**src/design/u8dec_pkg.sv**
```systemverilog
// Shared types and constants for the UTF-8 decoder.
// Used by u8dec_front, u8dec_queue, u8dec_back and the top level.
package u8dec_pkg;

    // Output buffer size limits (units, terminator included)
    localparam int MAX_CAPACITY = 256;
    localparam logic [8:0] CAP_RESET = 9'd192;
    localparam logic MODE_RESET = 1'b1;

    // Configuration register indexes
    localparam logic REG_CAPACITY = 1'b0;
    localparam logic REG_SIXTEEN_BIT_MODE = 1'b1;

    // Byte classification constants
    localparam logic [7:0] CONT_MASK = 8'hC0;
    localparam logic [7:0] CONT_TAG = 8'h80;
    localparam logic [7:0] LEAD_MIN = 8'hC2;
    localparam logic [7:0] LEAD_MAX = 8'hF4;
    localparam logic [7:0] LEAD3_MIN = 8'hE0;
    localparam logic [7:0] LEAD4_MIN = 8'hF0;

    // UTF-16 surrogate constants
    localparam logic [20:0] BMP_MAX = 21'h00FFFF;
    localparam logic [20:0] SUPP_BASE = 21'h010000;
    localparam logic [20:0] HI_SURR = 21'h00D800;
    localparam logic [20:0] LO_SURR = 21'h00DC00;

    // Per-item result bundle and the queue between front and back
    localparam int UNITS_PER_ITEM = 4;
    localparam int UNIT_W = 21;
    localparam int QDEPTH = 4;  // power of two
    localparam int QPTR_W = $clog2(QDEPTH);
    localparam int QCNT_W = $clog2(QDEPTH + 1);

    typedef struct packed {
        logic [1:0] last_idx;                            // unit count minus one
        logic [UNITS_PER_ITEM-1:0][UNIT_W-1:0] unit;
        logic [UNITS_PER_ITEM-1:0] last;
    } t_entry;

    typedef struct packed {
        logic full;
        logic valid;
    } t_qstat;

endpackage

```
**src/design/u8dec_front.sv**
```systemverilog
// Front end: takes one byte per item, tracks the held sequence and buffer fill,
// and turns each item into a bundle of up to four output units. Uses u8dec_pkg.
module u8dec_front (
    input  logic               i_clk,
    input  logic               i_rst_n,
    input  logic               i_in_valid,
    input  logic [7:0]         i_in_byte,
    output logic               o_in_stall,
    input  logic               i_cfg_we,
    input  logic               i_cfg_index,
    input  logic [8:0]         i_cfg_data,
    input  u8dec_pkg::t_qstat  i_qstat,
    output logic               o_push,
    output u8dec_pkg::t_entry  o_entry
);

    // Configuration and string state
    logic [8:0] r_cap;
    logic       r_mode;
    logic [7:0] r_hb0, r_hb1, r_hb2;
    logic [1:0] r_hc, r_ne;
    logic [8:0] r_w;
    logic       r_full;

    logic [7:0] n_hb0, n_hb1, n_hb2;
    logic [1:0] n_hc, n_ne;
    logic [8:0] n_w;
    logic       n_full;

    logic       w_accept;
    logic       w_zero, w_cont, w_lead;
    logic [1:0] w_need;
    logic [5:0] w_lead_bits;
    logic [20:0] w_code, w_cm, w_hi, w_lo;
    logic [8:0] w_cap_eff;

    logic [u8dec_pkg::UNITS_PER_ITEM-1:0][u8dec_pkg::UNIT_W-1:0] v_unit;
    logic [u8dec_pkg::UNITS_PER_ITEM-1:0] v_last;
    logic [2:0] v_n;
    logic       v_tail;
    logic [7:0] v_hb [3];

    // room for one more unit plus the terminator
    function automatic logic room1(input logic [8:0] w, input logic [8:0] cap);
        return ({1'b0, w} + 10'd1) < {1'b0, cap};
    endfunction

    // room for a surrogate pair plus the terminator
    function automatic logic room2(input logic [8:0] w, input logic [8:0] cap);
        return ({1'b0, w} + 10'd2) < {1'b0, cap};
    endfunction

    assign o_in_stall = i_qstat.full;
    assign w_accept = i_in_valid && !i_qstat.full;

    // Byte classification
    assign w_zero = (i_in_byte == 8'd0);
    assign w_cont = ((i_in_byte & u8dec_pkg::CONT_MASK) == u8dec_pkg::CONT_TAG);
    assign w_lead = (i_in_byte >= u8dec_pkg::LEAD_MIN) && (i_in_byte <= u8dec_pkg::LEAD_MAX);
    assign w_need = (i_in_byte >= u8dec_pkg::LEAD4_MIN) ? 2'd3 :
                    (i_in_byte >= u8dec_pkg::LEAD3_MIN) ? 2'd2 : 2'd1;

    // Code point assembly from the held bytes and the final continuation
    assign w_lead_bits = r_hb0[5:0] & (6'h3F >> r_ne);
    always_comb begin
        case (r_hc)
            2'd1:    w_code = {9'd0, w_lead_bits, i_in_byte[5:0]};
            2'd2:    w_code = {3'd0, w_lead_bits, r_hb1[5:0], i_in_byte[5:0]};
            default: w_code = {w_lead_bits[2:0], r_hb1[5:0], r_hb2[5:0], i_in_byte[5:0]};
        endcase
    end
    assign w_cm = w_code - u8dec_pkg::SUPP_BASE;
    assign w_hi = u8dec_pkg::HI_SURR + {10'd0, w_cm[20:10]};
    assign w_lo = u8dec_pkg::LO_SURR + {11'd0, w_cm[9:0]};

    // Effective capacity of a config write: zero acts as one, large values saturate
    always_comb begin
        if (i_cfg_data == 9'd0) begin
            w_cap_eff = 9'd1;
        end else if ({1'b0, i_cfg_data} > 10'(u8dec_pkg::MAX_CAPACITY)) begin
            w_cap_eff = 9'(u8dec_pkg::MAX_CAPACITY);
        end else begin
            w_cap_eff = i_cfg_data;
        end
    end

    // Per-item decision: results in order, next state
    always_comb begin
        v_unit = '0;
        v_last = '0;
        v_n = 3'd0;
        v_tail = 1'b0;
        v_hb[0] = r_hb0;
        v_hb[1] = r_hb1;
        v_hb[2] = r_hb2;
        n_hb0 = r_hb0;
        n_hb1 = r_hb1;
        n_hb2 = r_hb2;
        n_hc = r_hc;
        n_ne = r_ne;
        n_w = r_w;
        n_full = r_full;

        if (r_full) begin
            // dropping until end of string
            if (w_zero) begin
                n_hc = 2'd0;
                n_ne = 2'd0;
                n_w = 9'd0;
                n_full = 1'b0;
            end
        end else if (!room1(r_w, r_cap)) begin
            // buffer reached its limit: terminator now
            n_hc = 2'd0;
            n_ne = 2'd0;
            v_unit[0] = '0;
            v_last[0] = 1'b1;
            v_n = 3'd1;
            if (w_zero) begin
                n_w = 9'd0;
            end else begin
                n_full = 1'b1;
            end
        end else if (r_hc != 2'd0 && w_cont) begin
            if (r_hc >= r_ne) begin
                // sequence complete
                n_hc = 2'd0;
                n_ne = 2'd0;
                if (r_mode && w_code > u8dec_pkg::BMP_MAX) begin
                    if (!room2(r_w, r_cap)) begin
                        // pair does not fit: close the string
                        v_unit[0] = '0;
                        v_last[0] = 1'b1;
                        v_n = 3'd1;
                        n_full = 1'b1;
                    end else begin
                        v_unit[0] = w_hi;
                        v_unit[1] = w_lo;
                        v_n = 3'd2;
                        n_w = r_w + 9'd2;
                    end
                end else begin
                    v_unit[0] = w_code;
                    v_n = 3'd1;
                    n_w = r_w + 9'd1;
                end
            end else begin
                // hold another continuation byte
                if (r_hc == 2'd1) begin
                    n_hb1 = i_in_byte;
                end else begin
                    n_hb2 = i_in_byte;
                end
                n_hc = r_hc + 2'd1;
            end
            v_tail = 1'b1;
        end else begin
            // replay a broken sequence as Latin-1
            for (int k = 0; k < 3; k++) begin
                if (2'(k) < r_hc && room1(n_w, r_cap) && v_n < 3'd4) begin
                    v_unit[v_n[1:0]] = {13'd0, v_hb[k]};
                    v_n = v_n + 3'd1;
                    n_w = n_w + 9'd1;
                end
            end
            n_hc = 2'd0;
            n_ne = 2'd0;
            if (w_zero) begin
                if (v_n < 3'd4) begin
                    v_unit[v_n[1:0]] = '0;
                    v_last[v_n[1:0]] = 1'b1;
                    v_n = v_n + 3'd1;
                end
                n_w = 9'd0;
                n_full = 1'b0;
            end else begin
                if (w_lead) begin
                    n_hb0 = i_in_byte;
                    n_hc = 2'd1;
                    n_ne = w_need;
                end else if (room1(n_w, r_cap) && v_n < 3'd4) begin
                    v_unit[v_n[1:0]] = {13'd0, i_in_byte};
                    v_n = v_n + 3'd1;
                    n_w = n_w + 9'd1;
                end
                v_tail = 1'b1;
            end
        end

        // terminator in the same item if it fits in the bundle
        if (v_tail && !n_full && !room1(n_w, r_cap)) begin
            n_hc = 2'd0;
            n_ne = 2'd0;
            if (v_n < 3'd4) begin
                v_unit[v_n[1:0]] = '0;
                v_last[v_n[1:0]] = 1'b1;
                v_n = v_n + 3'd1;
                n_full = 1'b1;
            end
        end
    end

    assign o_push = w_accept && (v_n != 3'd0);
    assign o_entry.last_idx = 2'(v_n - 3'd1);
    assign o_entry.unit = v_unit;
    assign o_entry.last = v_last;

    // Held bytes carry no reset
    always_ff @(posedge i_clk) begin
        if (w_accept) begin
            r_hb0 <= n_hb0;
            r_hb1 <= n_hb1;
            r_hb2 <= n_hb2;
        end
    end

    // Control state and configuration
    always_ff @(posedge i_clk) begin
        if (!i_rst_n) begin
            r_cap <= u8dec_pkg::CAP_RESET;
            r_mode <= u8dec_pkg::MODE_RESET;
            r_hc <= 2'd0;
            r_ne <= 2'd0;
            r_w <= 9'd0;
            r_full <= 1'b0;
        end else begin
            if (i_cfg_we) begin
                case (i_cfg_index)
                    u8dec_pkg::REG_CAPACITY:         r_cap <= w_cap_eff;
                    u8dec_pkg::REG_SIXTEEN_BIT_MODE: r_mode <= i_cfg_data[0];
                    default: ;
                endcase
            end
            if (w_accept) begin
                r_hc <= n_hc;
                r_ne <= n_ne;
                r_w <= n_w;
                r_full <= n_full;
            end
        end
    end

endmodule

```
**src/design/u8dec_queue.sv**
```systemverilog
// Small FIFO of result bundles between the front end and the output side.
// Uses u8dec_pkg for the entry type and depth.
module u8dec_queue (
    input  logic               i_clk,
    input  logic               i_rst_n,
    input  logic               i_push,
    input  u8dec_pkg::t_entry  i_entry,
    input  logic               i_pop,
    output u8dec_pkg::t_qstat  o_qstat,
    output u8dec_pkg::t_entry  o_head
);

    u8dec_pkg::t_entry r_slots [u8dec_pkg::QDEPTH];
    logic [u8dec_pkg::QPTR_W-1:0] r_wr_ptr, r_rd_ptr;
    logic [u8dec_pkg::QCNT_W-1:0] r_count;

    logic w_push, w_pop;

    assign o_qstat.full = (r_count == u8dec_pkg::QCNT_W'(u8dec_pkg::QDEPTH));
    assign o_qstat.valid = (r_count != '0);
    assign o_head = r_slots[r_rd_ptr];

    assign w_push = i_push && !o_qstat.full;
    assign w_pop = i_pop && o_qstat.valid;

    // Entry storage
    always_ff @(posedge i_clk) begin
        if (w_push) begin
            r_slots[r_wr_ptr] <= i_entry;
        end
    end

    // Pointers and fill count
    always_ff @(posedge i_clk) begin
        if (!i_rst_n) begin
            r_wr_ptr <= '0;
            r_rd_ptr <= '0;
            r_count <= '0;
        end else begin
            if (w_push) begin
                r_wr_ptr <= u8dec_pkg::QPTR_W'(r_wr_ptr + 1'b1);
            end
            if (w_pop) begin
                r_rd_ptr <= u8dec_pkg::QPTR_W'(r_rd_ptr + 1'b1);
            end
            case ({w_push, w_pop})
                2'b10:   r_count <= r_count + 1'b1;
                2'b01:   r_count <= r_count - 1'b1;
                default: r_count <= r_count;
            endcase
        end
    end

endmodule

```
**src/design/u8dec_back.sv**
```systemverilog
// Output side: walks the units of the head bundle into a registered output,
// one unit per cycle unless the output stalls. Uses u8dec_pkg for the entry type.
module u8dec_back (
    input  logic                          i_clk,
    input  logic                          i_rst_n,
    input  u8dec_pkg::t_qstat             i_qstat,
    input  u8dec_pkg::t_entry             i_head,
    output logic                          o_pop,
    output logic                          o_out_valid,
    input  logic                          i_out_stall,
    output logic [u8dec_pkg::UNIT_W-1:0]  o_code_unit,
    output logic                          o_last
);

    logic [1:0] r_slot;
    logic       r_valid;
    logic [u8dec_pkg::UNIT_W-1:0] r_unit;
    logic       r_last;
    logic       w_load;

    // Output register free or emptying this cycle
    assign w_load = i_qstat.valid && (!r_valid || !i_out_stall);
    assign o_pop = w_load && (r_slot == i_head.last_idx);

    assign o_out_valid = r_valid;
    assign o_code_unit = r_unit;
    assign o_last = r_last;

    // Output payload
    always_ff @(posedge i_clk) begin
        if (w_load) begin
            r_unit <= i_head.unit[r_slot];
            r_last <= i_head.last[r_slot];
        end
    end

    // Valid flag and position within the head bundle
    always_ff @(posedge i_clk) begin
        if (!i_rst_n) begin
            r_valid <= 1'b0;
            r_slot <= 2'd0;
        end else begin
            if (w_load) begin
                r_valid <= 1'b1;
                r_slot <= o_pop ? 2'd0 : r_slot + 2'd1;
            end else if (!i_out_stall) begin
                r_valid <= 1'b0;
            end
        end
    end

endmodule

```
**src/design/utf8_to_utf16_or_utf32_decoder_unit.sv**
```systemverilog
// UTF-8 to UTF-16/UTF-32 decoder with Latin-1 fallback: top level.
// Instantiates u8dec_front, u8dec_queue and u8dec_back; uses u8dec_pkg.
//
// One byte enters per cycle while the output is not stalled and each byte
// yields at most one output unit; a byte that yields more units (a surrogate
// pair, a replayed broken sequence, a terminator) sends them out one unit per
// cycle, and the four-bundle queue between the decoder front end and the
// output register absorbs such bursts, so input stalls only once that queue
// is full. The output side serializes one unit per cycle unless stalled,
// which bounds sustained throughput. Capacity writes of zero act as one,
// values above 256 act as 256; the user must make register writes only while
// the block is idle, and the block itself does not enforce this.
module utf8_to_utf16_or_utf32_decoder_unit (
    input  logic         i_clk,
    input  logic         i_rst_n,
    input  logic         i_in_valid,
    input  logic [7:0]   i_in_byte,
    output logic         o_in_stall,
    output logic         o_out_valid,
    input  logic         i_out_stall,
    output logic [20:0]  o_code_unit,
    output logic         o_last,
    input  logic         i_cfg_we,
    input  logic         i_cfg_index,
    input  logic [8:0]   i_cfg_data
);

    u8dec_pkg::t_qstat w_qstat;
    u8dec_pkg::t_entry w_entry, w_head;
    logic w_push, w_pop;

    // Decode and classify
    u8dec_front u_front (
        .i_clk       (i_clk),
        .i_rst_n     (i_rst_n),
        .i_in_valid  (i_in_valid),
        .i_in_byte   (i_in_byte),
        .o_in_stall  (o_in_stall),
        .i_cfg_we    (i_cfg_we),
        .i_cfg_index (i_cfg_index),
        .i_cfg_data  (i_cfg_data),
        .i_qstat     (w_qstat),
        .o_push      (w_push),
        .o_entry     (w_entry)
    );

    // Bundle queue
    u8dec_queue u_queue (
        .i_clk   (i_clk),
        .i_rst_n (i_rst_n),
        .i_push  (w_push),
        .i_entry (w_entry),
        .i_pop   (w_pop),
        .o_qstat (w_qstat),
        .o_head  (w_head)
    );

    // Unit serializer
    u8dec_back u_back (
        .i_clk       (i_clk),
        .i_rst_n     (i_rst_n),
        .i_qstat     (w_qstat),
        .i_head      (w_head),
        .o_pop       (w_pop),
        .o_out_valid (o_out_valid),
        .i_out_stall (i_out_stall),
        .o_code_unit (o_code_unit),
        .o_last      (o_last)
    );

endmodule
```
**config.mk**
```make
export PLATFORM = sky130hd
export DESIGN_NAME = utf8_to_utf16_or_utf32_decoder_unit
export DESIGN_NICKNAME = d
export VERILOG_FILES = /design/src/design/u8dec_pkg.sv /design/src/design/u8dec_front.sv /design/src/design/u8dec_queue.sv /design/src/design/u8dec_back.sv /design/src/design/utf8_to_utf16_or_utf32_decoder_unit.sv
export SDC_FILE = /design/constraint.sdc
export NUM_CORES = 1
export LEC_CHECK = 0
export ABC_AREA = 1
export BUFFER_PORTS_ARGS = -buffer_cell sky130_fd_sc_hd__buf_2
export CAP_MARGIN = 30
export CORE_AREA = 2 2 184 186
export CTS_CLUSTER_SIZE = 25
export DETAILED_ROUTE_END_ITERATION = 8
export DIE_AREA = 0 0 186 188
export GPL_TIMING_DRIVEN = 0
export PLACE_DENSITY_LB_ADDON = 0.3
export SETUP_SLACK_MARGIN = 0.4
export SYNTH_ARGS = -nofsm -noshare
export SYNTH_HDL_FRONTEND = slang
export SYNTH_SLANG_ARGS = --single-unit
```
**constraint.sdc**
```tcl
create_clock -name i_clk -period 12.9 [get_ports i_clk]
set_input_delay 3.225 -clock i_clk [delete_from_list [all_inputs] [get_ports i_clk]]
set_output_delay 3.225 -clock i_clk [all_outputs]
set_load 0.01 [all_outputs]
```
# [Yosys cells after proc, flatten, opt, wreduce, memory -nomap -nowiden]
# Memory sizes are Yosys's and may differ from the RTL's. A register that Yosys moved wholly into a read port is not among the register bits.
# Cells that the tools add are included.
[totals] reg_bits=80 inputBits=23 n_memories=1 out_inout_bits=24 ram_bits=360
[memory_table] name="u_queue.r_slots" words=4 width=90 read_ports=1 rd_clocked_by_memory_dff=1 wr=1 line="u8dec_queue.sv:13" source="u8dec_pkg::t_entry r_slots [u8dec_pkg::QDEPTH];"
[classes] mux=142 shifts=1 addsub=25 reduce_logical=40 bitwise_logic=12 order_cmp=29 eq_ne=10
[ops] op="$mux 84" count=15
[ops] op="$mux 21" count=13
[ops] op="$bwmux 84" count=3
[ops] op="$mux 9" count=24
[ops] op="$and 84x84->84" count=2
[ops] op="$demux 21 s2" count=4
[ops] op="$not 84->84" count=2
[ops] op="$mux 42" count=3
[ops] op="$mux 3" count=23
[ops] op="$mux 63" count=1
[ops] op="$lt 10x9->1" count=6
[ops] op="$add 9x1->10 const B" count=5
[ops] op="$bmux 21 s2" count=1
[ops] op="$mux 2" count=21
[ops] op="$pmux 21 s2" count=1
[ops] op="$add 9x1->9 const B" count=4
[ops] op="$ge 8x8->1 const B" count=3
[ops] op="$mux 1" count=23
[ops] op="$gt 21x16->1 const B" count=1
[ops] op="$logic_and 1x1->1" count=21
[ops] op="$sub 21x17->21 const B" count=1
[ops] op="$mux 4" count=5
[ops] op="$reduce_and 6->1" count=3
[ops] op="$add 16x10->17 const A" count=1
[ops] op="38 further kinds" count=73

# [Longest topological paths before layout]
[logic_depth] depth_word=42 depth_mapped=100 mapped_depth_nobuf=98

# [Cells and area by module]
# From an unflattened synthesis, not the netlist that was laid out.
[hier_totals] cells_unflattened=2320 hier_area_um2=22819.4
[modules_own_cells] mod="u8dec_queue" cells_each=939 seq_area_each_um2=10990.5 n_inst=1 area_each_um2=13760.7
[modules_own_cells] mod="u8dec_front" cells_each=1210 seq_area_each_um2=1201.2 n_inst=1 area_each_um2=7632.3
[modules_own_cells] mod="u8dec_back" cells_each=171 seq_area_each_um2=720.7 n_inst=1 area_each_um2=1426.4

# [Worst setup path after synthesis]
# No wires, ideal clock.
[synth_timing] path_type="register to register" from="reg u_front.r_w[1]" to="mem u_queue.r_slots[0][0] (netlist name) (enable)" slack_ps=-28 stages_incl_launch_ff=89 arrival_time_ps=12462 t_required_ps=12434 n_path_buf=3 setup_ps=466 period_less_slack_ps=12928 path_cell_list="dfxtp_1 ha_1 nand3_1 or4_1 xor2_1 inv_1 ha_1 nand2_1 inv_1 a21oi_1 nand2_1 inv_2 nand3_2 nand2_1 and2_0 clkbuf_1 ha_1 nand3_1 (+53 left out) nor3_1 a211oi_1 nand2_1 nand2_1 nand2_1 nand2_1 nand2_4 nand2_4 nor2_8 nand2_1 o21ai_1 inv_1 ha_1 inv_1 nor2_1 nand2_1 nand2_1 nor2_1"
[synth_via] elab_chain_len=42 elab_cells_between_ends=94 cone_classes="15 x add/sub; 10 x order compare; 56 x mux; 13 x reduce/logical"
[synth_rtl] item="start: declaration" line="u8dec_front.sv:22" source="logic [8:0] r_w;"
[synth_rtl] item="start signal: assignment" line="u8dec_front.sv:237" source="r_w <= n_w;"
[synth_rtl] item="$add 9x1->10" line="u8dec_front.sv:45" source="return ({1'b0, w} + 10'd1) < {1'b0, cap};"
[synth_rtl] item="$lt 10x9->1" line="u8dec_front.sv:45"
[synth_rtl] item="$logic_and 1x1->1" line="u8dec_front.sv:160" source="if (2'(k) < r_hc && room1(n_w, r_cap) && v_n < 3'd4) begin"
[synth_rtl] item="$mux 9" line="u8dec_front.sv:160"
[synth_rtl] item="$mux 9" line="u8dec_front.sv:124" source="end else if (r_hc != 2'd0 && w_cont) begin"
[synth_rtl] item="$mux 9" line="u8dec_front.sv:112" source="end else if (!room1(r_w, r_cap)) begin"
[synth_rtl] item="$mux 9" line="u8dec_front.sv:104" source="if (r_full) begin"
[synth_rtl] item="$add 9x1->10" line="u8dec_front.sv:45"
[synth_rtl] item="(+26 left out)"
[synth_rtl] item="$logic_not 1->1" line="u8dec_front.sv:191" source="if (v_tail && !n_full && !room1(n_w, r_cap)) begin"
[synth_rtl] item="$logic_and 1x1->1" line="u8dec_front.sv:191"
[synth_rtl] item="$mux 3 (*)" line="u8dec_front.sv:191"
[synth_rtl] item="$reduce_bool 3->1 (*)" line="u8dec_front.sv:203" source="assign o_push = w_accept && (v_n != 3'd0);"
[synth_rtl] item="$logic_and 1x1->1 (*)" line="u8dec_front.sv:203"
[synth_rtl] item="$logic_and 1x1->1 (*)" line="u8dec_queue.sv:23" source="assign w_push = i_push && !o_qstat.full;"
[synth_rtl] item="$mux 1 (*)" line="u8dec_queue.sv:28" source="if (w_push) begin"
[synth_rtl] item="$mux 1 (implied by the code) (*)" line="u8dec_queue.sv:29" source="r_slots[r_wr_ptr] <= i_entry;"
[synth_rtl] item="end: declaration" line="u8dec_queue.sv:13"
# Every way passes the cells marked *; elsewhere a longest branch is shown, timed or not. The select of a mux whose other input is x is not followed.

# [Final worst setup path]
[layout_timing] from="reg u_front.r_w[1]" to="mem u_queue.r_slots[1][20] (netlist name) (enable)"
# Same word-level chain as after synthesis.

==> run_results.csv <==
group,metric,value,unit
logic_synthesis,avgSynthCellArea,9.083,um2
worst_setup_path,reg2reg_depth,85,
logic_synthesis,synth_edf_count,262,
global_route,grt_pass1_wl,78610,um
global_route,antenna_found_initial,0,
logic_synthesis,seq_area_frac_synth,0.5086,
hold_path,hold_end,"u_front.r_cap[1]",
routing,drt_iter0_markers,1658,
logic_synthesis,ys_top_cells_by_count,"edfxtp_1, nand2_1, nor2_1, inv_1, o21ai_0",
logic_synthesis,synth-seq-cells,298,
worst_setup_path,cpPeakStageDelay,0.76,ns
logic_synthesis,synth_flop_cell,"edfxtp_1",
floorplan,rows,67,
worst_setup_path,cpMaxStageDelayCell,"nor2_2",
logic_synthesis,async_flop_share,0,
worst_setup_path,r2r_slack,0.82,ns
global_route,first_global_vias,13700,
placed_design,placed_area,0.01784,mm2
global_route,grt_max_degree,30,
worst_setup_path,crit_path_end_kind,"register",
timing,min_period,12.08,ns
timing,grt_setup_unrepaired,"true",
routing,vias,14710,
logic_synthesis,synth_top_area_frac,0.4659,
clock_network,clk_pin_slew,0.06,ns
worst_setup_path,crit-reg2reg-capture,"u_queue.r_slots[1][20]",
clock_network,clock_latency,0.56,ns
hold_path,min-delay-start,"u_front.r_cap[1]",
clock_network,cts_tree,"yes",
worst_setup_path,regToRegStartpoint,"u_front.r_w[1]",
timing,setup_viol,0,
placed_design,port_buffers,46,
pwr,p_per_area,210.1,mW/mm2
worst_setup_path,crit_arrival,12.26,ns
logic_synthesis,syn_inst,1859,
worst_setup_path,worst-path-max-fanout,13,
timing,finalCritPeriodShare,0.9366,
floorplan,die_area,0.03497,mm2
layout,drive_gt1_frac,0.1601,
timing,max_slew_margin,0.3724,
floorplan,coreArea,0.03311,mm2
timing,fin_tns_setup,0,ns
layout,n_antenna_cell,0,
worst_setup_path,cpMostUsedCell,"nand2_1",
layout,utilization,0.6001,
worst_setup_path,worstPathRequired,13.08,ns
layout,fill_cells,2738,
logic_synthesis,synth_cell_type_count,56,
pwr,report.power.total,4176,uW
global_route,grt_overflow,0,
routing,wl_per_cell,21.13,um
routing,viasPerCell,5.921,
logic_synthesis,yosysWarnings,0,
routing,antenna_left,0,
logic_synthesis,yosys.area.top_type,"edfxtp_1",
placed_design,hpwl,36400,um
logic_synthesis,ys_top_cells_by_area,"edfxtp_1, ha_1, nand2_1, o21ai_0, nor2_1",
clock_network,htreeDepth,1,
layout,stdcell_area,0.01987,mm2
global_route,track_usage,0.2944,
placed_design,gp_congestion,0.9631,
run,maxCapViolCount,0,
status,run_status,"complete, no violations",
clock_network,cts_root_buffer,"clkbuf_16",
floorplan,die_w,186,um
hold_path,hold_depth,2,
routing,drc,0,
layout,layout.nets,2120,
clock_network,clockBufferDepth,3,
routing,wl,52480,um
logic_synthesis,syn_area,0.01689,mm2
worst_setup_path,worstSetupPathType,"reg2reg",
timing,fmax,82.77,MHz
floorplan,ios,47,
pwr,peakVddDrop,0.0001119,V
timing,finalClockSkew,0.01738,ns
floorplan,start_util,0.5100,
logic_synthesis,synth_most_common_cell,"edfxtp_1",
routing,first_pass_iters,5,
timing,drv_slew,0,
timing,hold_viol,0,
timing,worst_pin_slew,0.9316,ns
layout,syn2layout_area_growth,17.67,%
hold_path,holdCritPathClass,"reg2reg",
clock_network,clock-sinks,298,
timing,hold_slack,0.4710,ns
worst_setup_path,start_kind,"register",
logic_synthesis,synth_nets,1963,
pwr,leakagePower,0.007919,uW
floorplan,die_h,188,um
clock_network,cts_buffers,30,
worst_setup_path,worstSetupStartpoint,"u_front.r_w[1]",
## cell families (layout without fill, tap and decap cells)
family          count (synthesis)  count (layout)  synth area share
xor+xnor                       40              40           0.02075
fa+ha+maj                      81              81           0.06046
simple gates                  650             655            0.1689
buf+inv                       312             484           0.07224
flops                         298             298            0.5086
compound gates                478             478            0.1690
## registers in the layout, indices dropped and copies added (netlist names), named ones only
signal,cells
u_back.o_code_unit,21
u_back.o_last,1
u_back.o_out_valid,1
u_back.r_slot,2
u_front.r_cap,9
u_front.r_full,1
u_front.r_hb0,8
u_front.r_hb1,8
u_front.r_hb2,8
u_front.r_hc,2
u_front.r_mode,1
u_front.r_ne,2
u_front.r_w,9
u_queue.r_count,3
u_queue.r_rd_ptr,2
u_queue.r_slots,216
u_queue.r_wr_ptr,2
## report_power, final
group	switching [uW]	internal [uW]	leakage, uW
Sequential	61.7	1350	0.00271
Combinational	1300	651	0.00477
Clock	355	453	0.000437
## how the worst max path moves through the flow
stage / to / slack (ns) / cells after the start
3_3_place_gp: u_queue.r_slots[0][51] / -3.68 / 88
5_1_grt: u_queue.r_count[2] / 0.09 / 92
4_1_cts: u_queue.r_count[2] / 0.42 / 93
3_5_place_dp: u_queue.r_slots[2][46] / -1.01 / 86
2_1_floorplan: u_queue.r_slots[0][0] / -0.03 / 88
6_report: u_queue.r_slots[1][20] / 0.82 / 85
## layout make-up
cell class,count,area [um2],share of cell area
Clock inverter,10,88.84,0.004471
Sequential cell,298,8601,0.4328
Multi-Input combinational cell,1254,7701,0.3876
Clock buffer,42,805.8,0.04055
Timing Repair Buffer,120,864.6,0.04351
Tap cell,448,560.5,0.02821
Inverter,226,858.3,0.04320
Buffer,86,390.4,0.01965
## worst max-delay path: cells and delay by family (launching register included)
kind / cells / cell delay (ns)
buf+inv: 15 / 1.34
simple gates: 47 / 5.47
xor+xnor: 5 / 0.88
flops: 1 / 0.39
compound gates: 9 / 1.55
fa+ha+maj: 9 / 2.04
## layout by cell type (no fill, tap or decap), types with 9 or more instances in the layout
| cell | netlist | routed |
|---|---|---|
| a32oi_1 | 14 | 14 |
| dfxtp_1 | 36 | 30 |
| nand2_1 | 259 | 232 |
| a21oi_1 | 107 | 101 |
| nand4_1 | 25 | 25 |
| clkbuf_16 | 0 | 30 |
| nor2_1 | 225 | 214 |
| clkbuf_1 | 71 | 80 |
| nor3_1 | 36 | 30 |
| xor2_1 | 33 | 24 |
| buf_4 | 2 | 68 |
| o211ai_1 | 15 | 15 |
| nand2_4 | 4 | 11 |
| ha_4 | 0 | 9 |
| buf_2 | 5 | 52 |
| a31oi_1 | 22 | 22 |
| nand2_2 | 13 | 32 |
| o21ai_0 | 194 | 192 |
| inv_1 | 204 | 200 |
| clkinv_1 | 6 | 9 |
| edfxtp_1 | 262 | 262 |
| nor2_4 | 4 | 16 |
| o221ai_1 | 48 | 48 |
| o21ai_1 | 11 | 10 |
| nand3_1 | 56 | 52 |
| inv_2 | 15 | 16 |
| o22ai_1 | 25 | 25 |
| ha_1 | 80 | 71 |
## through the flow
| stage | setup slack, ns | instances |
|---|---|---|
| after detailed placement | -1.014 | 2361 |
| after floorplan | -0.02835 | 1859 |
| final | 0.8184 | 2484 |
| after CTS | 0.4172 | 2432 |
| after global routing | 0.09202 | 2484 |
| after global placement | -3.680 | 2353 |
## routing by layer
layer  vias to the layer above  wire length [um]  track usage
li1                       6854                 -            -
met5                         -                 0            0
met3                       145              4721      0.05768
met1                      6986             21160       0.3976
met4                         0              2181       0.1078
met2                       723             24410       0.4704
## timing repair
item                       4_1_cts  5_1_grt
setup buffers                   14       51
pin swaps                       17       55
setup endpoints to repair      221      325
gates cloned                     5        1
gates resized for setup         32      106
hold buffers                     0        0
Power figures use the tool's default switching activity.
